===== src/design/hbwm_pkg.sv =====
// ----------------------------------------------------------------------------
// hbwm_pkg
// Shared types and constants for the heartbeat watchdog monitor.
// ----------------------------------------------------------------------------
package hbwm_pkg;

   typedef enum logic [2:0] {
      REASON_OK          = 3'd0,
      REASON_MAGIC_LOST  = 3'd1,
      REASON_COUNT_FROZE = 3'd2,
      REASON_ALIVE_DROP  = 3'd3,
      REASON_UPTIME_STALL = 3'd4
   } reason_type;

   // register index = byte address / 4
   localparam logic [2:0] REG_MAGIC_VALUE    = 3'd0;
   localparam logic [2:0] REG_BOOT_TIME_MS   = 3'd1;
   localparam logic [2:0] REG_BOOT_GRACE_MS  = 3'd2;
   localparam logic [2:0] REG_STALE_LIMIT_MS = 3'd3;
   localparam logic [2:0] REG_ALIVE_GRACE_MS = 3'd4;

   localparam int unsigned CSR_ADDR_WIDTH = 5;

   localparam logic [31:0] BOOT_GRACE_RESET  = 32'd8000;
   localparam logic [31:0] STALE_LIMIT_RESET = 32'd5000;
   localparam logic [31:0] ALIVE_GRACE_RESET = 32'd8000;

   typedef struct packed {
      logic [31:0] now_ms;
      logic [31:0] magic_word;
      logic [31:0] progress_count;
      logic [31:0] alive_flags;
      logic [31:0] need_mask;
      logic [31:0] core_uptime;
   } req_type;

   typedef struct packed {
      logic [2:0]  fault_reason;
      logic [31:0] post_sequence;
   } rsp_type;

endpackage


===== src/design/heartbeat_watchdog_monitor.sv =====
// ----------------------------------------------------------------------------
// heartbeat_watchdog_monitor
// Judges polls of a heartbeat record and reports a fault reason per poll.
// ----------------------------------------------------------------------------
// Usage:
//   req_* carries one poll of the heartbeat record per transaction
//   (req_valid / req_stall). rsp_* returns one transaction per poll with the
//   fault reason and the running post sequence count.
//   csr_* is an APB-style port holding the magic value, boot time, boot
//   grace, stale limit and alive grace registers at byte addresses 0..16.
//   The user must write registers only while no poll is in flight; unchecked.
// Timing:
//   A poll is captured in an input register, judged combinationally against
//   the tracker state and lands in the result register, which drives
//   rsp_valid and rsp_data. One poll per cycle is sustained while rsp_stall
//   is low; the tracker state update and the next judgment meet at the
//   single evaluate stage.
// Reset:
//   Synchronous, active high. Clears both stages, the trackers, the post
//   count and loads the register defaults.
// Stall:
//   While rsp_stall holds a result, the next judged poll waits in the input
//   register; req_stall rises only when both stages are full and rsp_stall
//   is high.
// ----------------------------------------------------------------------------
module heartbeat_watchdog_monitor (
   input  logic                                   clock,
   input  logic                                   reset,
   input  logic                                   req_valid,
   output logic                                   req_stall,
   input  hbwm_pkg::req_type                      req_data,
   output logic                                   rsp_valid,
   input  logic                                   rsp_stall,
   output hbwm_pkg::rsp_type                      rsp_data,
   input  logic                                   csr_psel,
   input  logic                                   csr_penable,
   input  logic                                   csr_pwrite,
   input  logic [hbwm_pkg::CSR_ADDR_WIDTH-1:0]    csr_paddr,
   input  logic [31:0]                            csr_pwdata,
   output logic [31:0]                            csr_prdata,
   output logic                                   csr_pready
);

   // configuration
   logic [31:0] magic_value_ff, boot_time_ff, boot_grace_ff, stale_limit_ff, alive_grace_ff;
   logic [2:0]  csr_index;
   logic        csr_write;

   // pipeline
   logic              in_valid_ff, in_valid_in;
   hbwm_pkg::req_type in_data_ff;
   logic              out_valid_ff, out_valid_in;
   hbwm_pkg::rsp_type out_data_ff;
   logic              accept, advance;

   // trackers
   logic        magic_seen_ff, magic_seen_in;
   logic [31:0] last_progress_ff, last_progress_in;
   logic [31:0] progress_time_ff, progress_time_in;
   logic [31:0] alive_ok_time_ff, alive_ok_time_in;
   logic [31:0] last_uptime_ff, last_uptime_in;
   logic [31:0] uptime_time_ff, uptime_time_in;
   logic [31:0] post_count_ff, post_count_in;

   hbwm_pkg::reason_type reason;

   // ---------------- configuration port ----------------
   assign csr_pready = 1'b1;
   assign csr_index  = csr_paddr[4:2];
   assign csr_write  = csr_psel && csr_penable && csr_pwrite && csr_pready;

   always_comb begin
      case (csr_index)
         hbwm_pkg::REG_MAGIC_VALUE:    csr_prdata = magic_value_ff;
         hbwm_pkg::REG_BOOT_TIME_MS:   csr_prdata = boot_time_ff;
         hbwm_pkg::REG_BOOT_GRACE_MS:  csr_prdata = boot_grace_ff;
         hbwm_pkg::REG_STALE_LIMIT_MS: csr_prdata = stale_limit_ff;
         hbwm_pkg::REG_ALIVE_GRACE_MS: csr_prdata = alive_grace_ff;
         default:                      csr_prdata = 32'd0;
      endcase
   end

   always_ff @(posedge clock) begin
      if (reset) begin
         magic_value_ff <= 32'd0;
         boot_time_ff   <= 32'd0;
         boot_grace_ff  <= hbwm_pkg::BOOT_GRACE_RESET;
         stale_limit_ff <= hbwm_pkg::STALE_LIMIT_RESET;
         alive_grace_ff <= hbwm_pkg::ALIVE_GRACE_RESET;
      end else if (csr_write) begin
         case (csr_index)
            hbwm_pkg::REG_MAGIC_VALUE:    magic_value_ff <= csr_pwdata;
            hbwm_pkg::REG_BOOT_TIME_MS:   boot_time_ff   <= csr_pwdata;
            hbwm_pkg::REG_BOOT_GRACE_MS:  boot_grace_ff  <= csr_pwdata;
            hbwm_pkg::REG_STALE_LIMIT_MS: stale_limit_ff <= csr_pwdata;
            hbwm_pkg::REG_ALIVE_GRACE_MS: alive_grace_ff <= csr_pwdata;
            default: ;
         endcase
      end
   end

   // ---------------- handshake ----------------
   assign advance   = in_valid_ff && (!out_valid_ff || !rsp_stall);
   assign req_stall = in_valid_ff && out_valid_ff && rsp_stall;
   assign accept    = req_valid && !req_stall;

   always_comb begin
      in_valid_in = in_valid_ff;
      if (accept) begin
         in_valid_in = 1'b1;
      end else if (advance) begin
         in_valid_in = 1'b0;
      end
      out_valid_in = out_valid_ff;
      if (advance) begin
         out_valid_in = 1'b1;
      end else if (!rsp_stall) begin
         out_valid_in = 1'b0;
      end
   end

   // ---------------- judgment ----------------
   always_comb begin
      logic        match;
      logic [31:0] lp_eff, pt_eff, at_eff;
      logic        done;

      match = (in_data_ff.magic_word == magic_value_ff);

      magic_seen_in    = magic_seen_ff;
      last_progress_in = last_progress_ff;
      progress_time_in = progress_time_ff;
      alive_ok_time_in = alive_ok_time_ff;
      last_uptime_in   = last_uptime_ff;
      uptime_time_in   = uptime_time_ff;
      reason           = hbwm_pkg::REASON_OK;
      done             = 1'b0;

      // first sight of the magic snapshots the progress and alive trackers
      if (!magic_seen_ff && match) begin
         lp_eff = in_data_ff.progress_count;
         pt_eff = in_data_ff.now_ms;
         at_eff = in_data_ff.now_ms;
      end else begin
         lp_eff = last_progress_ff;
         pt_eff = progress_time_ff;
         at_eff = alive_ok_time_ff;
      end

      if (!magic_seen_ff && !match) begin
         done = 1'b1;
         if ((in_data_ff.now_ms - boot_time_ff) < boot_grace_ff) begin
            reason = hbwm_pkg::REASON_OK;
         end else begin
            reason = hbwm_pkg::REASON_MAGIC_LOST;
         end
      end else begin
         magic_seen_in    = 1'b1;
         last_progress_in = lp_eff;
         progress_time_in = pt_eff;
         alive_ok_time_in = at_eff;
         if (!match) begin
            done   = 1'b1;
            reason = hbwm_pkg::REASON_MAGIC_LOST;
         end
      end

      if (!done) begin
         if (in_data_ff.progress_count != lp_eff) begin
            last_progress_in = in_data_ff.progress_count;
            progress_time_in = in_data_ff.now_ms;
         end else if ((in_data_ff.now_ms - pt_eff) > stale_limit_ff) begin
            done   = 1'b1;
            reason = hbwm_pkg::REASON_COUNT_FROZE;
         end
      end

      if (!done) begin
         if ((in_data_ff.alive_flags & in_data_ff.need_mask) == in_data_ff.need_mask) begin
            alive_ok_time_in = in_data_ff.now_ms;
         end else if ((in_data_ff.now_ms - at_eff) > alive_grace_ff) begin
            done   = 1'b1;
            reason = hbwm_pkg::REASON_ALIVE_DROP;
         end
      end

      if (!done) begin
         if (in_data_ff.core_uptime != last_uptime_ff) begin
            last_uptime_in = in_data_ff.core_uptime;
            uptime_time_in = in_data_ff.now_ms;
         end else if ((in_data_ff.now_ms - uptime_time_ff) > stale_limit_ff) begin
            reason = hbwm_pkg::REASON_UPTIME_STALL;
         end
      end

      post_count_in = post_count_ff + 32'd1;
   end

   // ---------------- registers ----------------
   always_ff @(posedge clock) begin
      if (reset) begin
         in_valid_ff      <= 1'b0;
         out_valid_ff     <= 1'b0;
         magic_seen_ff    <= 1'b0;
         last_progress_ff <= 32'd0;
         progress_time_ff <= 32'd0;
         alive_ok_time_ff <= 32'd0;
         last_uptime_ff   <= 32'd0;
         uptime_time_ff   <= 32'd0;
         post_count_ff    <= 32'd0;
      end else begin
         in_valid_ff  <= in_valid_in;
         out_valid_ff <= out_valid_in;
         if (advance) begin
            magic_seen_ff    <= magic_seen_in;
            last_progress_ff <= last_progress_in;
            progress_time_ff <= progress_time_in;
            alive_ok_time_ff <= alive_ok_time_in;
            last_uptime_ff   <= last_uptime_in;
            uptime_time_ff   <= uptime_time_in;
            post_count_ff    <= post_count_in;
         end
      end
   end

   always_ff @(posedge clock) begin
      if (accept) begin
         in_data_ff <= req_data;
      end
      if (advance) begin
         out_data_ff.fault_reason  <= reason;
         out_data_ff.post_sequence <= post_count_in;
      end
   end

   assign rsp_valid = out_valid_ff;
   assign rsp_data  = out_data_ff;

endmodule


===== config.mk =====
export PLATFORM = sky130hd
export DESIGN_NAME = heartbeat_watchdog_monitor
export DESIGN_NICKNAME = d
export VERILOG_FILES = /design/src/design/hbwm_pkg.sv /design/src/design/heartbeat_watchdog_monitor.sv
export SDC_FILE = /design/constraint.sdc
export NUM_CORES = 2
export LEC_CHECK = 0
export BUFFER_PORTS_ARGS = -buffer_cell sky130_fd_sc_hd__buf_2
export CELL_PAD_IN_SITES_DETAIL_PLACEMENT = 0
export CELL_PAD_IN_SITES_GLOBAL_PLACEMENT = 1
export CORE_UTILIZATION = 30
export CTS_CLUSTER_SIZE = 28
export DETAILED_ROUTE_END_ITERATION = 8
export HOLD_SLACK_MARGIN = 0.15
export PLACE_DENSITY_LB_ADDON = 0.1
export RECOVER_POWER = 100
export SLEW_MARGIN = 20
export SYNTH_ARGS = -nofsm -noshare
export SYNTH_HDL_FRONTEND = slang
export SYNTH_SLANG_ARGS = --single-unit

===== constraint.sdc =====
create_clock -name clock -period 16.53 [get_ports clock]
set_input_delay 3.306 -clock clock [delete_from_list [all_inputs] [get_ports clock]]
set_output_delay 3.306 -clock clock [all_outputs]
set_load 0.005 [all_outputs]

After elaboration in Yosys (flattened, before gate mapping)
Index checks and enable logic that the tools add are counted.
{"block": "word_totals", "regBits": 582, "inputBits": 236, "out_inout_bits": 70, "word_cells": 103}
{"block": "op_classes", "addsub": 5, "n_lt_le_gt_ge": 4, "n_eq_ne": 9, "muxes": 37, "n_bitwise": 3, "n_reduce_logical": 23}
{"op": "$mux W32", "n": 12}
{"op": "$pmux W32 S5", "n": 1}
{"op": "$sub A32 B32 Y32", "n": 4}
{"op": "$gt A32 B32 Y1", "n": 3}
{"op": "$eq A32 B32 Y1", "n": 2}
{"op": "$ne A32 B32 Y1", "n": 2}
{"op": "$add A32 B1 Y32 const B", "n": 1}
{"op": "$and A32 B32 Y32", "n": 1}
{"op": "$lt A32 B32 Y1", "n": 1}
{"op": "$mux W3", "n": 10}
{"op": "$mux W1", "n": 14}
{"op": "$reduce_and A2 Y1", "n": 6}
{"op": "$logic_and A1 B1 Y1", "n": 8}
{"op": "$eq A3 B2 Y1 const B", "n": 2}
{"op": "$logic_not A1 Y1", "n": 5}
{"op": "$eq A3 B1 Y1 const B", "n": 1}
{"op": "$eq A3 B3 Y1 const B", "n": 1}
{"op": "$logic_not A3 Y1", "n": 1}
{"op": "$reduce_and A3 Y1", "n": 1}
{"op": "$ne A2 B1 Y1 const B", "n": 1}
{"op": "$not A1 Y1", "n": 2}
{"op": "$reduce_bool A2 Y1", "n": 1}
{"op": "$logic_or A1 B1 Y1", "n": 1}

Depth between registers and ports, before layout
{"block": "logic_depth", "ltp_word": 14, "depth_mapped": 38, "mapped_depth_nobuf": 34}

Worst setup path after synthesis
OpenSTA, ideal clock, no wires.
{"block": "synth_timing", "path_type": "input port to flip-flop", "startpoint": "in rsp_stall", "endpoint": "reg in_data_ff[0] in the netlist's numbering, enable pin", "setup_time_ns": 0.770, "arrival_time_ns": 11.994, "required_ns": 15.760, "setup_slack_ns": 3.767, "stages": 2, "path_buffers": 0, "path_cell_list": "and3_1 nor2b_1"}
{"block": "synth_via", "elab_chain_len": 3}
{"item": "start, declared", "line": "heartbeat_watchdog_monitor.sv:33", "rtl": "input logic rsp_stall,"}
{"item": "$logic_and A1 B1 Y1", "line": "heartbeat_watchdog_monitor.sv:104", "rtl": "assign req_stall = in_valid_ff && out_valid_ff && rsp_stall;"}
{"item": "$logic_not A1 Y1", "line": "heartbeat_watchdog_monitor.sv:105", "rtl": "assign accept = req_valid && !req_stall;"}
{"item": "$logic_and A1 B1 Y1", "line": "heartbeat_watchdog_monitor.sv:105"}
{"item": "via accept", "line": "heartbeat_watchdog_monitor.sv:54", "rtl": "logic accept, advance;"}
{"item": "end signal, assigned", "line": "heartbeat_watchdog_monitor.sv:228", "rtl": "in_data_ff <= req_data;"}
{"item": "end, declared", "line": "heartbeat_watchdog_monitor.sv:51", "rtl": "hbwm_pkg::req_type in_data_ff;"}
The timed path passes the listed nets, and every way through them passes these cells.
A chain may end at the register's enable or synchronous reset.

Worst setup path in the final report
{"block": "layout_timing", "startpoint": "reg in_data_ff[139] in the netlist's numbering", "endpoint": "reg uptime_time_ff[19]"}
{"block": "layout_via", "elab_chain_len": 11, "elab_cells_between_ends": 22, "classes_between": "2 x add/sub; 2 x order compare; 2 x eq/ne; 11 x mux; 1 x bitwise; 4 x reduce/logical"}
{"item": "$eq A32 B32 Y1 (*)", "line": "heartbeat_watchdog_monitor.sv:128", "rtl": "match = (in_data_ff.magic_word == magic_value_ff);"}
{"item": "$logic_and A1 B1 Y1", "line": "heartbeat_watchdog_monitor.sv:140", "rtl": "if (!magic_seen_ff && match) begin"}
{"item": "$mux W32", "line": "heartbeat_watchdog_monitor.sv:140"}
{"item": "$sub A32 B32 Y32", "line": "heartbeat_watchdog_monitor.sv:172", "rtl": "end else if ((in_data_ff.now_ms - pt_eff) > stale_limit_ff) begin"}
{"item": "$gt A32 B32 Y1", "line": "heartbeat_watchdog_monitor.sv:172"}
{"item": "$mux W1", "line": "heartbeat_watchdog_monitor.sv:172"}
{"item": "$mux W1", "line": "heartbeat_watchdog_monitor.sv:169", "rtl": "if (in_data_ff.progress_count != lp_eff) begin"}
{"item": "$mux W1", "line": "heartbeat_watchdog_monitor.sv:168", "rtl": "if (!done) begin"}
{"item": "$mux W1 (*)", "line": "heartbeat_watchdog_monitor.sv:178", "rtl": "if (!done) begin"}
{"item": "$not A1 Y1 (no line) (*)"}
{"item": "$reduce_and A3 Y1 (no line) (*)"}
{"item": "end signal, assigned", "line": "heartbeat_watchdog_monitor.sv:220", "rtl": "uptime_time_ff <= uptime_time_in;"}
{"item": "end, declared", "line": "heartbeat_watchdog_monitor.sv:62", "rtl": "logic [31:0] uptime_time_ff, uptime_time_in;"}
Every way passes the cells marked *; elsewhere a longest branch is shown, timed or not.

==> impl_results.md <==
- Status: finished, violations left
- Failing checks: DRC, capacitance limit, slew limit
- Critical path class: reg2reg
- Fin crit share: 0.7662
- CP Capture Type: flip-flop
- DR WL/cell: ~18 µm
- RR Startpoint: in_data_ff[139]$_DFFE_PP_
- Worst Setup SP: in_data_ff[139]$_DFFE_PP_
- FP Rows: 119
- Final setup margin: 3865 ps
- Top delay family on crit path: compound AO/OA/AOI/OAI gates
- Core area: between 100000 and 150000 µm²
- Synthesized instance count: 3419
- Xor and xnor area share after synthesis: 0.06836
- Routability cong.: a little under 0.8
- Number of cells on the critical path: 35
- Synth Area in Compound Gates: 0.1463
- DRT Wirelength: approximately 94000 µm
- Largest family of logic cells by synthesized area: compound AO/OA/AOI/OAI gates
- Max-Slew Margin vs Limit: -4.455
- Chip Width: 328.1 µm
- First-pass GRT wire length: 142100 µm
- Clk sink count: 582
- Vias: 24580
- Root buf cell: clkbuf_16
- Post-synthesis sequential area ratio: 0.4364
- Crit Path Max Fanout: 47
- Syn. warnings: 0
- Clock latency on the worst-skew pair: 640 ps
- Pre-CTS WS: between 6000 and 7000 ps
- Async SR Flop Fraction: 0
- Number of hold-slack violations in the final timing report: 0
- Leading cell type in the layout, fill and taps excluded: nand2_1
- DRC: 14
- DR iter-0 viols: around 1300
- Post-route ant nets: 0
- Initial Util: 0.3026
- # hold bufs at CTS: 0
- Synth Area in Simple Gates: 0.1396
- Fmax: 78.96 MHz
- Post-CTS sizing: 0
- Die ar.: 107700 µm²
- GR Util All Layers: 0.1710
- Initial antenna violation count: 11
- DP HPWL: roughly 68000 µm
- Worst Tran Pin Value: 8183 ps
- Cell Area, Synth: 31900 µm²
- RSZ-0062 raised after global routing: false
- Reg clk slew, reported paths: about 60 ps
- Critical path's largest stage delay: 2000 ps
- Routed vias/inst: 4.787
- Worst setup endpoint: uptime_time_ff[19]$_SDFFE_PP0P_
- Most used cell, CP: a21o_1
- Fin nets: 4170
- Worst Setup Start Kind: flip-flop
- Mux share of post-synthesis cell area: 0.06506
- Synthesized flop and latch total: 582
- R2R Path End: uptime_time_ff[19]$_SDFFE_PP0P_
- Setup tns final: 0 ps
- Crit-path slowest cell: clkbuf_1
- Final min period: 12670 ps
- Pin count of the biggest net entering global routing: roughly 140
- Crit path required time: 16910 ps
- CP arrival: approximately 13000 ps
- Die H: 328.1 µm
- Peak supply drop: a little under 0.08 mV
- Mean Syn Cell Area: 9.331 µm²
- Total CTS buffers: 74
- Post CTS Setup Buffer Count: 0
- Worst Skew: 32.36 ps
- Buf+Inv Stages, Crit Path: 4
- Ports: 306
- Vias in the first global route: 23990
- P per Cell Area: 95.27 nW/µm²
- Clk buf depth: 3
- Final setup vio count: 0
- Syn_nets: about 3900
- Register-to-Register Path Depth: 35
- Non-Filler Instances: 5135
- Congestion Overflow GR: 0
- Synth cell types: 74
- Hold crit path type: reg2reg
- CTS tree: done
- EDFF count, synth: 227
- Placed Instances: between 4000 and 5000
- Primary FF master, synth: dfxtp_1
- Slew Viols, Final: 752
- Final antenna diode count: 0
- Layout cell share with drive strength beyond 1: 0.1066
- Max cap viols: 12
- Pre-Repair DR Iteration Count: 7
- R2R Setup Slk: 3860 ps
- Area grow syn2layout: 16.35%
- H-tree Lvls: 3
- Leakage: 14.96 nW
- Number of I/O port buffers: 302
- Most frequent cells in the layout: nand2_1 (416), dfxtp_1 (355), a21oi_1 (300), nor2_1 (272), buf_2 (260)
- Synthesized-area fraction occupied by adder cells: 0.09907
## cell usage after synthesis (all sizes together), types with 69 or more instances
cell type / instances / area, µm²
inv: 239 / 897.1
a21oi: 300 / 1501
nor2: 273 / 1025
o21ai: 137 / 685.7
nand2: 418 / 1569
clkbuf: 125 / 469.2
xnor2: 94 / 823.3
ha: 247 / 3090
dfxtp: 355 / 7107
xor2: 155 / 1358
mux2i: 204 / 2042
nand3: 69 / 345.3
a21o: 78 / 585.6
edfxtp: 227 / 6817
## how the worst min path moves through the flow
| stage | from | end | cells past startpoint |
|---|---|---|---|
| after floorplan | boot_time_ff[30]$_SDFFE_PP0P_ | boot_time_ff[30]$_SDFFE_PP0P_ | 2 |
| after global placement | boot_time_ff[20]$_SDFFE_PP0P_ | boot_time_ff[20]$_SDFFE_PP0P_ | 2 |
| after detailed placement | boot_time_ff[15]$_SDFFE_PP0P_ | boot_time_ff[15]$_SDFFE_PP0P_ | 2 |
| after CTS | boot_time_ff[15]$_SDFFE_PP0P_ | boot_time_ff[15]$_SDFFE_PP0P_ | 2 |
| after global routing | alive_grace_ff[27]$_SDFFE_PP0P_ | alive_grace_ff[27]$_SDFFE_PP0P_ | 2 |
| final | boot_time_ff[15]$_SDFFE_PP0P_ | boot_time_ff[15]$_SDFFE_PP0P_ | 2 |
## flip-flops by register name, summed over array words and instances (netlist names), 32 cells and up
signal            flops
magic_value_ff       32
alive_ok_time_ff     32
boot_time_ff         32
post_count_ff        32
rsp_data             35
boot_grace_ff        32
uptime_time_ff       32
progress_time_ff     32
alive_grace_ff       32
in_data_ff          192
last_progress_ff     32
last_uptime_ff       32
stale_limit_ff       32
## metrics by stage
| step | utilization | area, µm² | hold WS (ps) | power [mW] |
|---|---|---|---|---|
| CTS | 0.3535 | 37270 | 472.2 | 3.608 |
| global route | 0.3521 | 37120 | 491.6 | 3.709 |
| global placement | 0.3311 | 34910 | 461.9 | 1.972 |
| detailed placement | 0.3311 | 34910 | 464.0 | 1.969 |
| floorplan | - | 31900 | 446.1 | 1.833 |
| finish | 0.3521 | 37120 | 472.3 | 3.537 |
## power by group
part | internal (mW) | total, mW | switching [mW]
Combinational | 0.154 | 0.370 | 0.216
Sequential | 1.54 | 1.57 | 0.0312
Clock | 0.947 | 1.60 | 0.652
## cell type report
cell class,instances,area (µm²)
tap,1391,1740
multi-input combinational,2457,16580
clock inverter,38,315.3
fill,11120,68300
clock buffer,98,2046
sequential,582,13920
timing repair buffer,328,1614
inverter,241,904.6
## metal layers
metal / vias to the layer above / GRT usage / share of wire
met3: 129 / 0.03037 / 0.041
met5: - / 0 / 0.00031
met2: 431 / 0.2829 / 0.47
met1: 11450 / 0.2288 / 0.47
met4: 4 / 0.04338 / 0.022
li1: 12560 / - / -
## cells by family after synthesis
family                   after synthesis
AND/OR/NAND/NOR                     1001
AO/OA/AOI/OAI                        749
multiplexers                         206
adder cells (fa/ha/maj)              251
other                                  1
flip-flops                           582
XOR/XNOR                             249
buffers and inverters                380
## worst min-delay path, stage by stage (launching register included)
cell and delay (ps):
dfxtp_1 320, nand2_1 50, a21oi_1 50
(Power assumes the default switching activity.)
